==> config.mk <==
export PLATFORM = sky130hd
export DESIGN_NAME = power_switch_sequencer
export DESIGN_NICKNAME = d
export VERILOG_FILES = /design/src/pss_pkg.sv /design/src/pss_csr.sv /design/src/pss_core.sv /design/src/power_switch_sequencer.sv
export SDC_FILE = /design/constraint.sdc
export NUM_CORES = 1
export LEC_CHECK = 0
export ABC_AREA = 1
export BUFFER_PORTS_ARGS = -buffer_cell sky130_fd_sc_hd__buf_2
export CAP_MARGIN = 0
export CORE_MARGIN = 1
export CORE_UTILIZATION = 60
export DETAILED_ROUTE_END_ITERATION = 10
export HOLD_SLACK_MARGIN = 0.02
export PLACE_DENSITY = 0.86
export REMOVE_ABC_BUFFERS = 1
export SLEW_MARGIN = 15
export SYNTH_ARGS = -nofsm -noshare
export SYNTH_HDL_FRONTEND = slang
export SYNTH_SLANG_ARGS = --single-unit
==> constraint.sdc <==
create_clock -name clock -period 4.9 [get_ports clock]
set_clock_uncertainty 0.2 [all_clocks]
set_input_delay 0.98 -clock clock [delete_from_list [all_inputs] [get_ports clock]]
set_output_delay 0.98 -clock clock [all_outputs]
set_load 0.02 [all_outputs]
==> src/pss_pkg.sv <==
// ----------------------------------------------------------------------------
// pss_pkg
// Shared types and constants for the power switch sequencer.
// ----------------------------------------------------------------------------
package pss_pkg;

   // item kinds carried on the request channel
   typedef enum logic [1:0] {
      FUNC_TICK      = 2'd0,
      FUNC_LOOP      = 2'd1,
      FUNC_WR_SHDN   = 2'd2,
      FUNC_WR_PWRUP  = 2'd3
   } func_type;

   // classified selector position
   typedef enum logic [1:0] {
      MODE_OFF    = 2'd0,
      MODE_FORCED = 2'd1,
      MODE_AUTO   = 2'd2,
      MODE_NONE   = 2'd3
   } mode_type;

   // position codes placed in the top bits of the switch report
   localparam logic [1:0] REPORT_CODE_OFF  = 2'd1;
   localparam logic [1:0] REPORT_CODE_ON   = 2'd3;
   localparam logic [1:0] REPORT_CODE_AUTO = 2'd2;

   localparam int unsigned SAMPLE_W = 10;
   localparam int unsigned COUNT_W  = 16;
   localparam int unsigned REPORT_W = 16;
   localparam int unsigned CODE_LSB = 14;

   // configuration register indexes (byte address is 4 * index)
   localparam logic [1:0] REG_LOW_THRESH  = 2'd0;
   localparam logic [1:0] REG_HIGH_THRESH = 2'd1;
   localparam logic [1:0] REG_SHDN_DELAY  = 2'd2;

   localparam logic [SAMPLE_W-1:0] LOW_THRESH_RESET  = 10'd300;
   localparam logic [SAMPLE_W-1:0] HIGH_THRESH_RESET = 10'd700;
   localparam logic [COUNT_W-1:0]  SHDN_DELAY_RESET  = 16'd60;

   // configuration seen by the sequencing core
   typedef struct packed {
      logic [SAMPLE_W-1:0] low_thresh;
      logic [SAMPLE_W-1:0] high_thresh;
      logic [COUNT_W-1:0]  shdn_delay;
   } cfg_type;

endpackage

==> src/pss_csr.sv <==
// ----------------------------------------------------------------------------
// pss_csr
// Configuration registers behind an APB-style port: thresholds and delay.
// ----------------------------------------------------------------------------
module pss_csr (
   input  logic               clock,
   input  logic               reset,
   input  logic               csr_psel,
   input  logic               csr_penable,
   input  logic               csr_pwrite,
   input  logic [3:0]         csr_paddr,
   input  logic [31:0]        csr_pwdata,
   output logic [31:0]        csr_prdata,
   output logic               csr_pready,
   output pss_pkg::cfg_type   cfg
);

   logic [pss_pkg::SAMPLE_W-1:0] low_thresh_ff;
   logic [pss_pkg::SAMPLE_W-1:0] high_thresh_ff;
   logic [pss_pkg::COUNT_W-1:0]  shdn_delay_ff;
   logic [1:0]                   reg_idx;
   logic                         wr_en;

   assign csr_pready = 1'b1;
   assign reg_idx    = csr_paddr[3:2];
   assign wr_en      = csr_psel & csr_penable & csr_pwrite & csr_pready;

   // write the addressed register; writes past the list are dropped
   always_ff @(posedge clock) begin
      if (reset) begin
         low_thresh_ff  <= pss_pkg::LOW_THRESH_RESET;
         high_thresh_ff <= pss_pkg::HIGH_THRESH_RESET;
         shdn_delay_ff  <= pss_pkg::SHDN_DELAY_RESET;
      end else if (wr_en) begin
         if (reg_idx == pss_pkg::REG_LOW_THRESH) begin
            low_thresh_ff <= csr_pwdata[pss_pkg::SAMPLE_W-1:0];
         end
         if (reg_idx == pss_pkg::REG_HIGH_THRESH) begin
            high_thresh_ff <= csr_pwdata[pss_pkg::SAMPLE_W-1:0];
         end
         if (reg_idx == pss_pkg::REG_SHDN_DELAY) begin
            shdn_delay_ff <= csr_pwdata[pss_pkg::COUNT_W-1:0];
         end
      end
   end

   // read back
   always_comb begin
      csr_prdata = '0;
      if (reg_idx == pss_pkg::REG_LOW_THRESH) begin
         csr_prdata = {22'd0, low_thresh_ff};
      end else if (reg_idx == pss_pkg::REG_HIGH_THRESH) begin
         csr_prdata = {22'd0, high_thresh_ff};
      end else if (reg_idx == pss_pkg::REG_SHDN_DELAY) begin
         csr_prdata = {16'd0, shdn_delay_ff};
      end
   end

   assign cfg.low_thresh  = low_thresh_ff;
   assign cfg.high_thresh = high_thresh_ff;
   assign cfg.shdn_delay  = shdn_delay_ff;

endmodule

==> src/pss_core.sv <==
// ----------------------------------------------------------------------------
// pss_core
// Sequencer state, per-item update logic and the result register.
// ----------------------------------------------------------------------------
module pss_core (
   input  logic                          clock,
   input  logic                          reset,
   input  pss_pkg::cfg_type              cfg,
   input  logic                          req_valid,
   output logic                          req_ready,
   input  pss_pkg::func_type             req_func,
   input  logic [pss_pkg::SAMPLE_W-1:0]  req_sample,
   input  logic [pss_pkg::COUNT_W-1:0]   req_wval,
   output logic                          rsp_valid,
   input  logic                          rsp_ready,
   output logic                          rsp_power_enable,
   output pss_pkg::mode_type             rsp_mode,
   output logic [pss_pkg::REPORT_W-1:0]  rsp_report,
   output logic [pss_pkg::COUNT_W-1:0]   rsp_shdn_remaining,
   output logic [pss_pkg::COUNT_W-1:0]   rsp_pwrup_remaining,
   output logic                          rsp_deep_sleep
);

   // sequencer state
   logic                          output_on_ff,   output_on_in;
   logic                          shdn_pend_ff,   shdn_pend_in;
   logic                          pwrup_pend_ff,  pwrup_pend_in;
   logic [pss_pkg::COUNT_W-1:0]   shdn_cnt_ff,    shdn_cnt_in;
   logic [pss_pkg::COUNT_W-1:0]   pwrup_cnt_ff,   pwrup_cnt_in;
   logic [pss_pkg::REPORT_W-1:0]  report_ff,      report_in;
   pss_pkg::mode_type             mode_ff,        mode_in;

   // result register
   logic                          rsp_valid_ff,   rsp_valid_in;
   logic                          res_pe_ff;
   pss_pkg::mode_type             res_mode_ff;
   logic [pss_pkg::REPORT_W-1:0]  res_report_ff;
   logic [pss_pkg::COUNT_W-1:0]   res_shdn_ff;
   logic [pss_pkg::COUNT_W-1:0]   res_pwrup_ff;

   logic                          accept;
   pss_pkg::mode_type             cls_mode;
   logic [1:0]                    cls_code;

   // take a new item whenever the result slot is empty or being drained
   assign req_ready = ~rsp_valid_ff | rsp_ready;
   assign accept    = req_valid & req_ready;

   // classify the selector sample; the off test wins when thresholds cross
   always_comb begin
      if (req_sample < cfg.low_thresh) begin
         cls_mode = pss_pkg::MODE_OFF;
         cls_code = pss_pkg::REPORT_CODE_OFF;
      end else if (req_sample < cfg.high_thresh) begin
         cls_mode = pss_pkg::MODE_FORCED;
         cls_code = pss_pkg::REPORT_CODE_ON;
      end else begin
         cls_mode = pss_pkg::MODE_AUTO;
         cls_code = pss_pkg::REPORT_CODE_AUTO;
      end
   end

   // next state for the item on the request channel
   always_comb begin
      output_on_in  = output_on_ff;
      shdn_pend_in  = shdn_pend_ff;
      pwrup_pend_in = pwrup_pend_ff;
      shdn_cnt_in   = shdn_cnt_ff;
      pwrup_cnt_in  = pwrup_cnt_ff;
      report_in     = report_ff;
      mode_in       = mode_ff;
      unique case (req_func)
         pss_pkg::FUNC_TICK: begin
            // count down nonzero counters, flag the step that lands on zero
            if (shdn_cnt_ff != '0) begin
               shdn_cnt_in = shdn_cnt_ff - 1'b1;
               if (shdn_cnt_ff == pss_pkg::COUNT_W'(1)) begin
                  shdn_pend_in = 1'b1;
               end
            end
            if (pwrup_cnt_ff != '0) begin
               pwrup_cnt_in = pwrup_cnt_ff - 1'b1;
               if (pwrup_cnt_ff == pss_pkg::COUNT_W'(1)) begin
                  pwrup_pend_in = 1'b1;
               end
            end
         end
         pss_pkg::FUNC_LOOP: begin
            mode_in   = cls_mode;
            report_in = {cls_code,
                         (pss_pkg::CODE_LSB - pss_pkg::SAMPLE_W)'(0),
                         req_sample};
            if (cls_mode != pss_pkg::MODE_AUTO) begin
               output_on_in  = (cls_mode == pss_pkg::MODE_FORCED);
               pwrup_pend_in = 1'b1;
               shdn_cnt_in   = cfg.shdn_delay;
            end else if (output_on_ff) begin
               if (shdn_pend_ff) begin
                  shdn_pend_in  = 1'b0;
                  pwrup_pend_in = 1'b0;
                  output_on_in  = 1'b0;
               end
            end else if (pwrup_pend_ff) begin
               shdn_pend_in  = 1'b0;
               pwrup_pend_in = 1'b0;
               output_on_in  = 1'b1;
            end
         end
         pss_pkg::FUNC_WR_SHDN: begin
            shdn_cnt_in = req_wval;
         end
         pss_pkg::FUNC_WR_PWRUP: begin
            pwrup_cnt_in = req_wval;
         end
         default: begin
            shdn_cnt_in = shdn_cnt_ff;
         end
      endcase
   end

   assign rsp_valid_in = accept | (rsp_valid_ff & ~rsp_ready);

   // advance state on each accepted item
   always_ff @(posedge clock) begin
      if (reset) begin
         output_on_ff  <= 1'b0;
         shdn_pend_ff  <= 1'b0;
         pwrup_pend_ff <= 1'b1;
         shdn_cnt_ff   <= pss_pkg::SHDN_DELAY_RESET;
         pwrup_cnt_ff  <= '0;
         report_ff     <= '0;
         mode_ff       <= pss_pkg::MODE_NONE;
         rsp_valid_ff  <= 1'b0;
      end else begin
         rsp_valid_ff <= rsp_valid_in;
         if (accept) begin
            output_on_ff  <= output_on_in;
            shdn_pend_ff  <= shdn_pend_in;
            pwrup_pend_ff <= pwrup_pend_in;
            shdn_cnt_ff   <= shdn_cnt_in;
            pwrup_cnt_ff  <= pwrup_cnt_in;
            report_ff     <= report_in;
            mode_ff       <= mode_in;
         end
      end
   end

   // load the result item, hold it while the consumer stalls
   always_ff @(posedge clock) begin
      if (accept) begin
         res_pe_ff     <= output_on_in;
         res_mode_ff   <= mode_in;
         res_report_ff <= report_in;
         res_shdn_ff   <= shdn_cnt_in;
         res_pwrup_ff  <= pwrup_cnt_in;
      end
   end

   assign rsp_valid           = rsp_valid_ff;
   assign rsp_power_enable    = res_pe_ff;
   assign rsp_mode            = res_mode_ff;
   assign rsp_report          = res_report_ff;
   assign rsp_shdn_remaining  = res_shdn_ff;
   assign rsp_pwrup_remaining = res_pwrup_ff;
   assign rsp_deep_sleep      = ~res_pe_ff;

`ifndef SYNTHESIS
   // an accepted item always leaves a result behind
   a_accept_gives_result: assert property (@(posedge clock) disable iff (reset)
      accept |=> rsp_valid_ff)
      else $error("accepted item produced no result");

   // off position drops the output drive
   a_off_drops_output: assert property (@(posedge clock) disable iff (reset)
      (accept && req_func == pss_pkg::FUNC_LOOP && req_sample < cfg.low_thresh)
      |=> (!output_on_ff && pwrup_pend_ff && mode_ff == pss_pkg::MODE_OFF))
      else $error("off position did not stop the output");

   // shutdown countdown reaching zero raises its flag
   a_shdn_expiry_flags: assert property (@(posedge clock) disable iff (reset)
      (accept && req_func == pss_pkg::FUNC_TICK && shdn_cnt_ff == 16'd1)
      |=> (shdn_pend_ff && shdn_cnt_ff == '0))
      else $error("shutdown expiry did not raise its flag");

   // result register tracks the state it was loaded from
   a_result_matches_state: assert property (@(posedge clock) disable iff (reset)
      accept |=> (res_pe_ff == output_on_ff && res_shdn_ff == shdn_cnt_ff
                  && res_pwrup_ff == pwrup_cnt_ff))
      else $error("result item differs from sequencer state");
`endif

endmodule

==> src/power_switch_sequencer.sv <==
// ----------------------------------------------------------------------------
// power_switch_sequencer
// Supply output sequencer driven by a selector switch and two countdowns.
//
//   channel  dir  handshake           payload
//   req      in   tvalid/tready       tuser: func; tdata: sample, write value
//   rsp      out  tvalid/tready       tdata: enable, mode, report, counts, sleep
//   csr      in   psel/penable/pready low/high threshold, shutdown delay
//
// One item per cycle while results drain; a result appears in the cycle after
// its item is taken, from a combinational compare, decrement and select.
// Reset loads the sequencer start state (power-up flag set) and register defaults.
// A stalled result stays in the result register; a new item is still taken
// in the cycle the consumer drains it.
// ----------------------------------------------------------------------------
module power_switch_sequencer (
   input  logic        clock,
   input  logic        reset,
   // request channel
   input  logic        req_tvalid,
   output logic        req_tready,
   input  logic [31:0] req_tdata,  // [9:0] switch_sample, [25:10] write_value
   input  logic [1:0]  req_tuser,  // [1:0] func
   // result channel
   output logic        rsp_tvalid,
   input  logic        rsp_tready,
   output logic [55:0] rsp_tdata,  // [0] power_enable, [2:1] switch_mode,
                                   // [18:3] switch_report,
                                   // [34:19] shutdown_remaining,
                                   // [50:35] powerup_remaining, [51] deep_sleep
   // configuration port
   input  logic        csr_psel,
   input  logic        csr_penable,
   input  logic        csr_pwrite,
   input  logic [3:0]  csr_paddr,
   input  logic [31:0] csr_pwdata,
   output logic [31:0] csr_prdata,
   output logic        csr_pready
);

   pss_pkg::cfg_type              cfg;
   logic                          rsp_pe;
   pss_pkg::mode_type             rsp_mode;
   logic [pss_pkg::REPORT_W-1:0]  rsp_report;
   logic [pss_pkg::COUNT_W-1:0]   rsp_shdn;
   logic [pss_pkg::COUNT_W-1:0]   rsp_pwrup;
   logic                          rsp_sleep;

   pss_csr u_csr (
      .clock       (clock),
      .reset       (reset),
      .csr_psel    (csr_psel),
      .csr_penable (csr_penable),
      .csr_pwrite  (csr_pwrite),
      .csr_paddr   (csr_paddr),
      .csr_pwdata  (csr_pwdata),
      .csr_prdata  (csr_prdata),
      .csr_pready  (csr_pready),
      .cfg         (cfg)
   );

   pss_core u_core (
      .clock               (clock),
      .reset               (reset),
      .cfg                 (cfg),
      .req_valid           (req_tvalid),
      .req_ready           (req_tready),
      .req_func            (pss_pkg::func_type'(req_tuser)),
      .req_sample          (req_tdata[9:0]),
      .req_wval            (req_tdata[25:10]),
      .rsp_valid           (rsp_tvalid),
      .rsp_ready           (rsp_tready),
      .rsp_power_enable    (rsp_pe),
      .rsp_mode            (rsp_mode),
      .rsp_report          (rsp_report),
      .rsp_shdn_remaining  (rsp_shdn),
      .rsp_pwrup_remaining (rsp_pwrup),
      .rsp_deep_sleep      (rsp_sleep)
   );

   // pack the result item, highest field first
   assign rsp_tdata = {4'd0, rsp_sleep, rsp_pwrup, rsp_shdn, rsp_report,
                       rsp_mode, rsp_pe};

endmodule

==> run metrics, run 1 <==
status=finished, final reports clean; Synth area leader=dfxtp_1; slowest library cell on the worst path=nor2_1; remaining routing DRC violations=0; DR iter-0 viols=slightly above 600; Final Non-Filler Cells=roughly 1300; DRT Pass-1 Iters=6; Placed Area=approximately 8500 µm²; worst-path fanout max=11; final hold violation count=0; Hold Buf Count CTS=0; pre-CTS WS=roughly 1.0 ns; FFs w/ async S/R, synth=0%; H-tree levels=4; total congestion overflow=0; Die ar.=13600 µm²; delay-heaviest family, CP=simple AND/OR/NAND/NOR gates; max frequency=between 0.2 and 0.3 GHz; Ports=approximately 170; Vias/cell=5.50; vias in the first global route=between 6000 and 7000; largest net degree at the start of global routing=81; Worst setup SP type=input pin; total CTS buffers=17; Final Routed Wirelength=about 19000 µm; fin crit period=roughly 3.6 ns; Syn Area/Cell=between 7 and 8 µm²; required time of the worst setup path=roughly 3.7 ns; VDD IR max=about 0.00022 V; # port buffers=roughly 120; CTS Buffer Depth=2; Synth Instances=1038; critical path type=in -> out; placed cell count=between 1000 and 1500; number of gates resized after CTS=0; hpwl dp=around 13000 µm; first-pass GRT wire length=roughly 30000 µm; fin area=between 9000 and 10000 µm²; WL met3=approximately 1400 µm; final critical-path setup slack=~1.3 ns; n_diodes=0; synth cell count leaders=nand2_1, inv_1, a21oi_1, dfxtp_1, nor2_1; Slew Viols, Final=0; flops & latches, synth=around 140; top routing layer used=met4; sum of buffers and inverters on the critical path=4; die height=about 120 µm; clock sink total=approximately 140; DR WL met2=between 9000 and 10000 µm; sequential share of the synthesized area=42.2%; top post-synthesis cells by area=dfxtp_1, edfxtp_1, nand2_1, inv_1, a21oi_1; Final period util=between 70% and 80%; largest stage delay on the critical path=approximately 0.55 ns; Rows=a little over 40; hold slack=roughly 0.25 ns; fraction of layout cells with a size suffix above 1=between 10% and 20%; post-CTS setup buffer count=0; Crit. End Element=output pin; setup violators final=0; Initial Util=62.1%; Power Density=between 300 and 400 nW/µm²; Die W=between 100 and 150 µm; Synth top area share=a little under a quarter; NumNets Final=1244; vias=between 7000 and 8000; max_cap viols=0; Most used DFF post-synth=dfxtp_1; post-layout util=a little under three quarters; class of the worst hold path=reg -> reg; CTS tree=built; most frequent cell after synthesis=nand2_1; antenna violations before repair=0; RSZ-0062 raised after global routing=false; total power=3.19 mW; metal1 wirelength=between 8000 and 9000 µm; core area=around 13000 µm²; total track usage=~30%; P&R area growth vs syn=14.7%; number of distinct library cells after synthesis=44; wire per inst=about 15 µm; clock root buffer=clkbuf_16; Worst-path clk slew=0.06 ns; worst skew pair latency=0.43 ns; LEAKAGE=around 4.3 nW; Post-synth EDFFs=between 50 and 60; Slew HR=between 40 and 50%; Syn Std Cell Area=7900 µm²; Sum Neg Setup Slack=0 ns; WP data arrival=2.40 ns; Routed Antenna Nets=0; CP Cell Sequence=buf_2 > inv_1 > nor2_1 > inv_1 > nor2_1 > buf_2; YS warnings=0; Placer Congestion=approximately 0.93; pin slew with the least headroom to its limit=around 0.9 ns; Filler Cells Inserted=roughly 1000
==> registers in the layout, summed over array words and instances (netlist names) <==
register	flops
u_core.mode_ff	2
u_core.output_on_ff	1
u_core.pwrup_cnt_ff	16
u_core.pwrup_pend_ff	1
u_core.report_ff	16
u_core.rsp_mode	2
u_core.rsp_power_enable	1
u_core.rsp_pwrup_remaining	16
u_core.rsp_report	16
u_core.rsp_shdn_remaining	16
u_core.rsp_valid	1
u_core.shdn_cnt_ff	16
u_core.shdn_pend_ff	1
u_csr.high_thresh_ff	10
u_csr.low_thresh_ff	10
u_csr.shdn_delay_ff	16
==> placed cells by master (no fill, tap or decap), types with 7 or more instances in the layout <==
cell type and n:
ha_1 29, nor2_1 76, a21oi_1 90, o21ai_2 13
buf_4 9, o21ai_1 19, clkbuf_16 17, nand3_1 64
nand4_1 21, inv_1 141, inv_2 7, conb_1 21
buf_2 122, xor2_1 12, o21ai_0 75, dfxtp_1 90
o211ai_1 12, nand2_1 198, edfxtp_1 51, o221ai_1 10
nor2_2 8
==> tightest hold or removal path, delay by kind of cell, from the launching register on <==
kind / cells / cell delay [ns]
buffers and inverters: 1 / 0.05
DFF: 1 / 0.31
AOI/OAI and AO/OA: 1 / 0.05
==> metal layers <==
| metal | vias to the layer above | global-route usage [%] |
|---|---|---|
| met4 | 0 | 13.4 |
| met2 | 318 | 47.6 |
| li1 | 3593 | - |
| met5 | - | 0 |
| met3 | 51 | 5.92 |
| met1 | 3315 | 38.4 |
==> cell type report <==
type	count	area [µm²]	share of cell area (%)
multi-input cells	697	3700	40.8
flip-flops and latches	141	3330	36.8
well taps	172	215	2.37
clock inverters	13	139	1.53
inverters	150	564	6.23
clock buffers	19	433	4.78
repair buffers	131	678	7.48
==> cells by family (layout without fill, tap and decap cells) <==
family                     count (synthesis)  after routing  synth area share (%)
DFF                                      141            141                  42.2
xor gates and xnor gates                  15             15                  1.66
AOI/OAI and AO/OA                        235            235                  16.9
adders and majority gates                 29             29                  4.59
buffers and inverters                    219            313                  11.9
other                                      2             21                0.0950
and+or+nand+nor                          397            397                  22.7
==> report_power, final <==
group | internal, mW | switching (mW)
Combinational | 0.182 | 0.401
Sequential | 1.30 | 0.0483
Clock | 0.750 | 0.502
==> final timing paths <==
kind | start | to | slack, ns | depth (start not counted)
worst max register to register | u_csr.high_thresh_ff[9] | u_core.rsp_shdn_remaining[2] | 1.98 | 10
worst min-delay path | u_core.shdn_pend_ff | u_core.shdn_pend_ff | 0.25 | 2
worst min register to register | u_core.shdn_pend_ff | u_core.shdn_pend_ff | 0.25 | 2
worst max-delay path | csr_paddr[3] | csr_prdata[10] | 1.32 | 6
Power figures use the tool's default switching activity.
==> run 2: changes to the inputs <==
- CORE_UTILIZATION: 60 -> 50
- PLACE_DENSITY: 0.86 -> 0.76
- clock period: 4.9 -> 2.96 ns (I/O delays scaled with it)
==> run 2 against run 1 <==
Compared with the run above: clock power up 78%; combinational power up 68%; final cell count is 3.8% higher; setup slack worse by 0.79 ns; design area up 2.5%; worst hold slack worse by 0.037 ns; total power grew 71%.
==> run metrics, run 2 (synthesis gave the netlist of run 1 again) <==
status=finished, final reports clean; placed cell count=1341 (+3.9%); Die W=128 µm (+9.4%); remaining routing DRC violations=0 (unchanged); vias in the first global route=6309 (-2.9%); Vias/cell=5.17 (-6.1%); Slew Viols, Final=0 (unchanged); largest stage delay on the critical path=0.37 ns (-0.18 ns); Ports=168 (unchanged); final hold violation count=0 (unchanged); number of gates resized after CTS=0 (unchanged); first-pass GRT wire length=31500 µm (+2.2%); die height=128 µm (+9.4%); Slew HR=58.4% (+18 points); worst skew pair latency=0.42 ns (about the same); core area=15300 µm² (+20%); CTS tree=built; multi-input logic area=3700 µm² (unchanged); Routed Antenna Nets=0 (unchanged); clock sink total=141 (unchanged); delay-heaviest family, CP=buffers and inverters; total congestion overflow=0 (unchanged); n_diodes=0 (unchanged); fin area=9290 µm² (+2.5%); post-CTS setup buffer count=0 (unchanged); Initial Util=51.6% (-11 points); Hold Buf Count CTS=0 (unchanged); largest net degree at the start of global routing=71 (-12%); required time of the worst setup path=2.17 ns (-1.55 ns); commonest non-fill, non-tap cell in the layout=nand2_1; flop2flop setup slack=0.66 ns (-1.32 ns); total track usage=24.9% (-4.6 points); Placer Congestion=0.904 (-2.7%); DR iter-0 viols=556 (-11%); Power Density=587 nW/µm² (+67%); CP Cell Sequence=buf_2 > inv_1 > nand2_1 > o221ai_1 > buf_2; commonest cells after routing, fill and taps aside=nand2_1, inv_1, buf_2; setup violators final=0 (unchanged); CP dominant cell by count=buf_2; Filler Cells Inserted=1444 (+41%); Rows=45 (+9.8%); vias=7094 (-2.5%); RSZ-0062 raised after global routing=false; clock root buffer=clkbuf_16; P&R area growth vs syn=17.5%; Die ar.=16300 µm² (+20%); fin crit period=about 2.4 ns; sum of buffers and inverters on the critical path=3 (-1); Placed Area=8670 µm² (+2.1%); DRT Pass-1 Iters=5 (-1); H-tree levels=4 (unchanged); pin slew with the least headroom to its limit=0.623 ns (-0.269 ns); fraction of layout cells with a size suffix above 1=19.9% (+0.85 points); # port buffers=122 (unchanged); slowest library cell on the worst path=o221ai_1; max_cap viols=0 (unchanged); Worst-path clk slew=0.06 ns (about the same); CTS Buffer Depth=2 (unchanged); wire per inst=14.3 µm (-2.2%); Worst setup SP type=input pin; max frequency=between 0.4 and 0.5 GHz; WP data arrival=1.64 ns (-0.76 ns); Final period util=between 80 and 90%; storage element area=3330 µm² (unchanged); VDD IR max=0.000364 V (+67%); class of the worst hold path=in -> reg; worst-path fanout max=10 (-1); critical path type=in -> out; NumNets Final=1255 (+0.88%); Crit. End Element=output pin; antenna violations before repair=0 (unchanged); Final Routed Wirelength=19600 µm (+1.5%); total CTS buffers=17 (unchanged); LEAKAGE=4.38 nW (+2.1%); Final Non-Filler Cells=1373 (+3.8%); hpwl dp=14400 µm (+7.8%)
[run 2: worst paths after layout]
path / cells past startpoint / end / start
setup / recovery: 5 / csr_prdata[9] / csr_paddr[3]
hold / removal: 3 / u_csr.shdn_delay_ff[5] / csr_pwdata[5]
hold reg to reg: 2 / u_core.report_ff[8] / u_core.report_ff[8]
setup reg to reg: 12 / u_core.rsp_shdn_remaining[3] / u_csr.high_thresh_ff[5]
[run 2: final cells by class]
type,count,share of cell area [%]
sequential,141,35.9
inverter,150,6.08
clock inverter,14,1.98
timing repair buffer,142,8.73
multi-input combinational,697,39.9
tap,211,2.84
clock buffer,18,4.62
[run 2: tightest hold or removal path, delay by kind of cell]
family | cells | cell delay [ns]
simple gates | 2 | 0.11
buf+inv | 1 | 0.10
[run 2: routing by layer]
layer	track usage (%)	wire length, µm	vias to the layer above
li1	-	-	3623
met1	33.8	9080	3215
met2	40.1	9130	228
met3	4.88	1160	28
met4	7.27	271	0
met5	0	0	-
[run 2: report_power, final]
part | internal (mW) | switching [mW]
Sequential | 2.16 | 0.0836
Clock | 1.35 | 0.888
Combinational | 0.321 | 0.658
Total | 3.83 | 1.63
[run 2: stage by stage]
| step | TNS, ns | worst slack [ns] | hold WS, ns | utilization (%) | total power, mW |
|---|---|---|---|---|---|
| floorplan | -74.24 | -1.44 | 0.226 | - | 2.93 |
| detailed placement | 0 | 0.309 | 0.241 | 56.6 | 3.25 |
| global placement | 0 | 0.381 | 0.235 | 56.6 | 3.23 |
| global route | 0 | 0.492 | 0.214 | 60.6 | 5.69 |
| finish | 0 | 0.528 | 0.215 | 60.6 | 5.45 |
| CTS | 0 | 0.538 | 0.201 | 60.6 | 5.48 |
==> run 3: changes to the inputs <==
- CORE_UTILIZATION: 50 -> 55
- PLACE_DENSITY: 0.76 -> 0.79
- clock period: 2.96 -> 2.3 ns (I/O delays scaled with it)
==> run 3 against run 2 <==
Compared with the run above: the run now ends with negative setup slack left; setup slack worse by 0.53 ns; clock-buffer cell count fell by 1; critical path depth grew 6; sequential cell count stayed put; sequential share of layout area is 1.2 points lower; die area decreased by 9.0%; first-iteration DRC count increased by 31%; register-to-register slack got worse by 0.66 ns; sequential power rose by 29%; design area rose by 3.5%; core utilization increased by 8.4 points.
==> run metrics, run 3 (synthesis gave the netlist of run 1 again) <==
first-pass GRT wire length=31900 µm (+1.1%); combinational share of power=19.1% (+1.1 points); vias=7450 (+5.0%); Final period util=100%; DRT Pass-1 Iters=5 (unchanged); RSZ-0062 raised after global routing=true; Power Density=738 nW/µm² (+26%); DR iter-0 viols=730 (+31%); worst-path fanout max=5 (-5); wire per inst=15.3 µm (+6.8%); remaining routing DRC violations=0 (unchanged); CTS tree=built; hpwl dp=14200 µm (-1.3%); commonest cells after routing, fill and taps aside=nand2_1, inv_1, buf_2; grt met2 use=44.4% (+4.3 points); WP data arrival=2.31 ns (+0.67 ns); H-tree levels=4 (unchanged); Sequential Power Share=40.5% (-0.6 points); Vias/cell=5.47 (+5.9%); n_diodes=0 (unchanged); Slew Viols, Final=0 (unchanged); antenna violations before repair=0 (unchanged); Placer Congestion=0.925 (+2.3%); Initial Util=56.7% (+5.1 points); Worst-path clk slew=0.07 ns (about the same); Ports=168 (unchanged); total track usage=27.8% (+2.9 points); final hold violation count=0 (unchanged); R2R Path Start=u_csr.low_thresh_ff[8]; die height=122 µm (-4.6%); Worst Hold Depth=3 (unchanged); Die ar.=14900 µm² (-9.0%); Worst Hold End=u_core.rsp_valid; total CTS buffers=17 (unchanged); worst skew pair latency=0.44 ns (+0.02 ns); Routed Antenna Nets=0 (unchanged); met1 usage=37.1% (+3.3 points); max_cap viols=0 (unchanged); Global Route met3 Usage=5.48% (+0.59 points); Slew HR=54.5% (-3.9 points); failing checks=negative setup slack; switching power total=2.14 mW (+31%); Filler Cells Inserted=1112 (-23%); fraction of layout cells with a size suffix above 1=24.4% (+4.5 points); pre-CTS WS=-0.201 ns (-0.510 ns); pin slew with the least headroom to its limit=0.682 ns (+0.0590 ns); Worst setup SP type=register; fin crit period=~2.3 ns; Clock power frac=40.3% (-0.7 points); setup violators final=1 (+1); class of the worst hold path=in -> reg; Hold Crit Start=req_tvalid; storage element area=3330 µm² (about the same); total congestion overflow=0 (unchanged); clock root buffer=clkbuf_16; final critical-path setup slack=-0.000427 ns (-0.528 ns); Hold Buf Count CTS=0 (unchanged); commonest non-fill, non-tap cell in the layout=nand2_1; NumNets Final=1275 (+1.6%); clock sink total=141 (unchanged); P_int=4.96 mW (+30%); fin area=9610 µm² (+3.5%); Rows=43 (-4.4%); GR peak layer=met2; core area=13900 µm² (-9.0%); LEAKAGE=4.48 nW (+2.3%); flop2flop setup slack=-0.0004 ns (-0.66 ns); Worst Reg-to-Reg Cells=11 (-1); CTS Buffer Depth=2 (unchanged); max frequency=~0.43 GHz; Crit. End Element=register; Placed Area=8740 µm² (+0.82%); required time of the worst setup path=2.31 ns (+0.14 ns); sw frac=30.1% (+0.23 points); Final Routed Wirelength=20800 µm (+5.9%); vias in the first global route=6574 (+4.2%); multi-input logic area=3930 µm² (+6.3%); status=complete, but fails checks; critical path type=reg -> reg; reg2reg end=u_core.rsp_shdn_remaining[4]; Die W=122 µm (-4.6%); largest net degree at the start of global routing=55 (-23%); VDD IR max=0.000587 V (+61%); hold slack=0.0740 ns (-0.142 ns); P&R area growth vs syn=21.6%; # port buffers=122 (unchanged)
[run 3: cell count changes in the layout (fill, tap and decap cells not counted), moves of 3 or more]
cell	previous run	this run
ha_1	29	19
buf_4	16	36
nand2_1	198	190
inv_1	141	136
nor2_4	4	7
nand2_2	6	13
nor2_1	76	71
inv_2	7	12
a21oi_1	90	87
ha_4	0	10
clkinv_4	1	5
[run 3: layout make-up]
class                   instances  area share (%)
multi-input cells             697            40.9
inverters                     150            5.87
repair buffers                162            9.81
clock buffers                  17            4.42
clock inverters                15            1.95
well taps                     180            2.34
flip-flops and latches        141            34.7
[run 3: layer usage]
layer  wire length [µm]  vias up  share of wire [%]
met4                496        0                2.4
met1               9040     3421                 43
met3               1440       48                6.9
li1                   -     3654                  -
met5                  0        -                  0
met2               9840      327                 47
[run 3: metrics by stage]
stage / std cells / setup TNS [ns] / power, mW / util, %
2_1_floorplan: 988 / -121.43 / 3.78 / -
3_3_place_gp: 1328 / -1.15 / 4.17 / 62.8
3_5_place_dp: 1328 / -2.48 / 4.20 / 62.8
4_1_cts: 1361 / -0.000342 / 7.04 / 67.2
5_1_grt: 1362 / -0.104 / 7.38 / 69.0
6_report: 1362 / -0.000427 / 7.10 / 69.0
[run 3: worst max-delay path, stage by stage, from the launching register on]
cell      delay, ns
dfxtp_1        0.31
inv_1          0.07
ha_1           0.29
nand2_2        0.12
a21oi_2        0.05
nor2_2         0.16
nand3_4        0.15
a21oi_4        0.23
nand2_1        0.09
nand2_1        0.06
inv_1          0.05
a21boi_1       0.30
[run 3: worst max path at each step]
stage / endpoint / startpoint / cells past startpoint / slack (ns)
3_5_place_dp: u_core.rsp_shdn_remaining[4] / req_tdata[5] / 13 / -0.20
6_report: u_core.rsp_shdn_remaining[4] / u_csr.low_thresh_ff[8] / 11 / -0.0004
3_3_place_gp: u_core.rsp_shdn_remaining[4] / req_tdata[9] / 10 / -0.15
5_1_grt: u_core.rsp_shdn_remaining[0] / u_csr.low_thresh_ff[5] / 14 / -0.04
2_1_floorplan: u_core.shdn_pend_ff / rsp_tready / 9 / -1.97
4_1_cts: u_core.rsp_shdn_remaining[4] / u_csr.high_thresh_ff[9] / 10 / -0.0003
[run 3: timing repair]
action | CTS | global route
pin swaps | 1 | 11
buffers inserted | 1 | 1
endpoints found under the setup margin | 2 | 34
resized for setup | 0 | 47
[run 3: power groups by stage]
stage	Clock (mW)	Combinational, mW	Sequential [mW]
2_1_floorplan	0	0.751	3.02
3_3_place_gp	0	1.25	2.92
3_5_place_dp	0	1.27	2.92
4_1_cts	2.88	1.29	2.87
5_1_grt	2.99	1.49	2.89
6_report	2.86	1.36	2.88
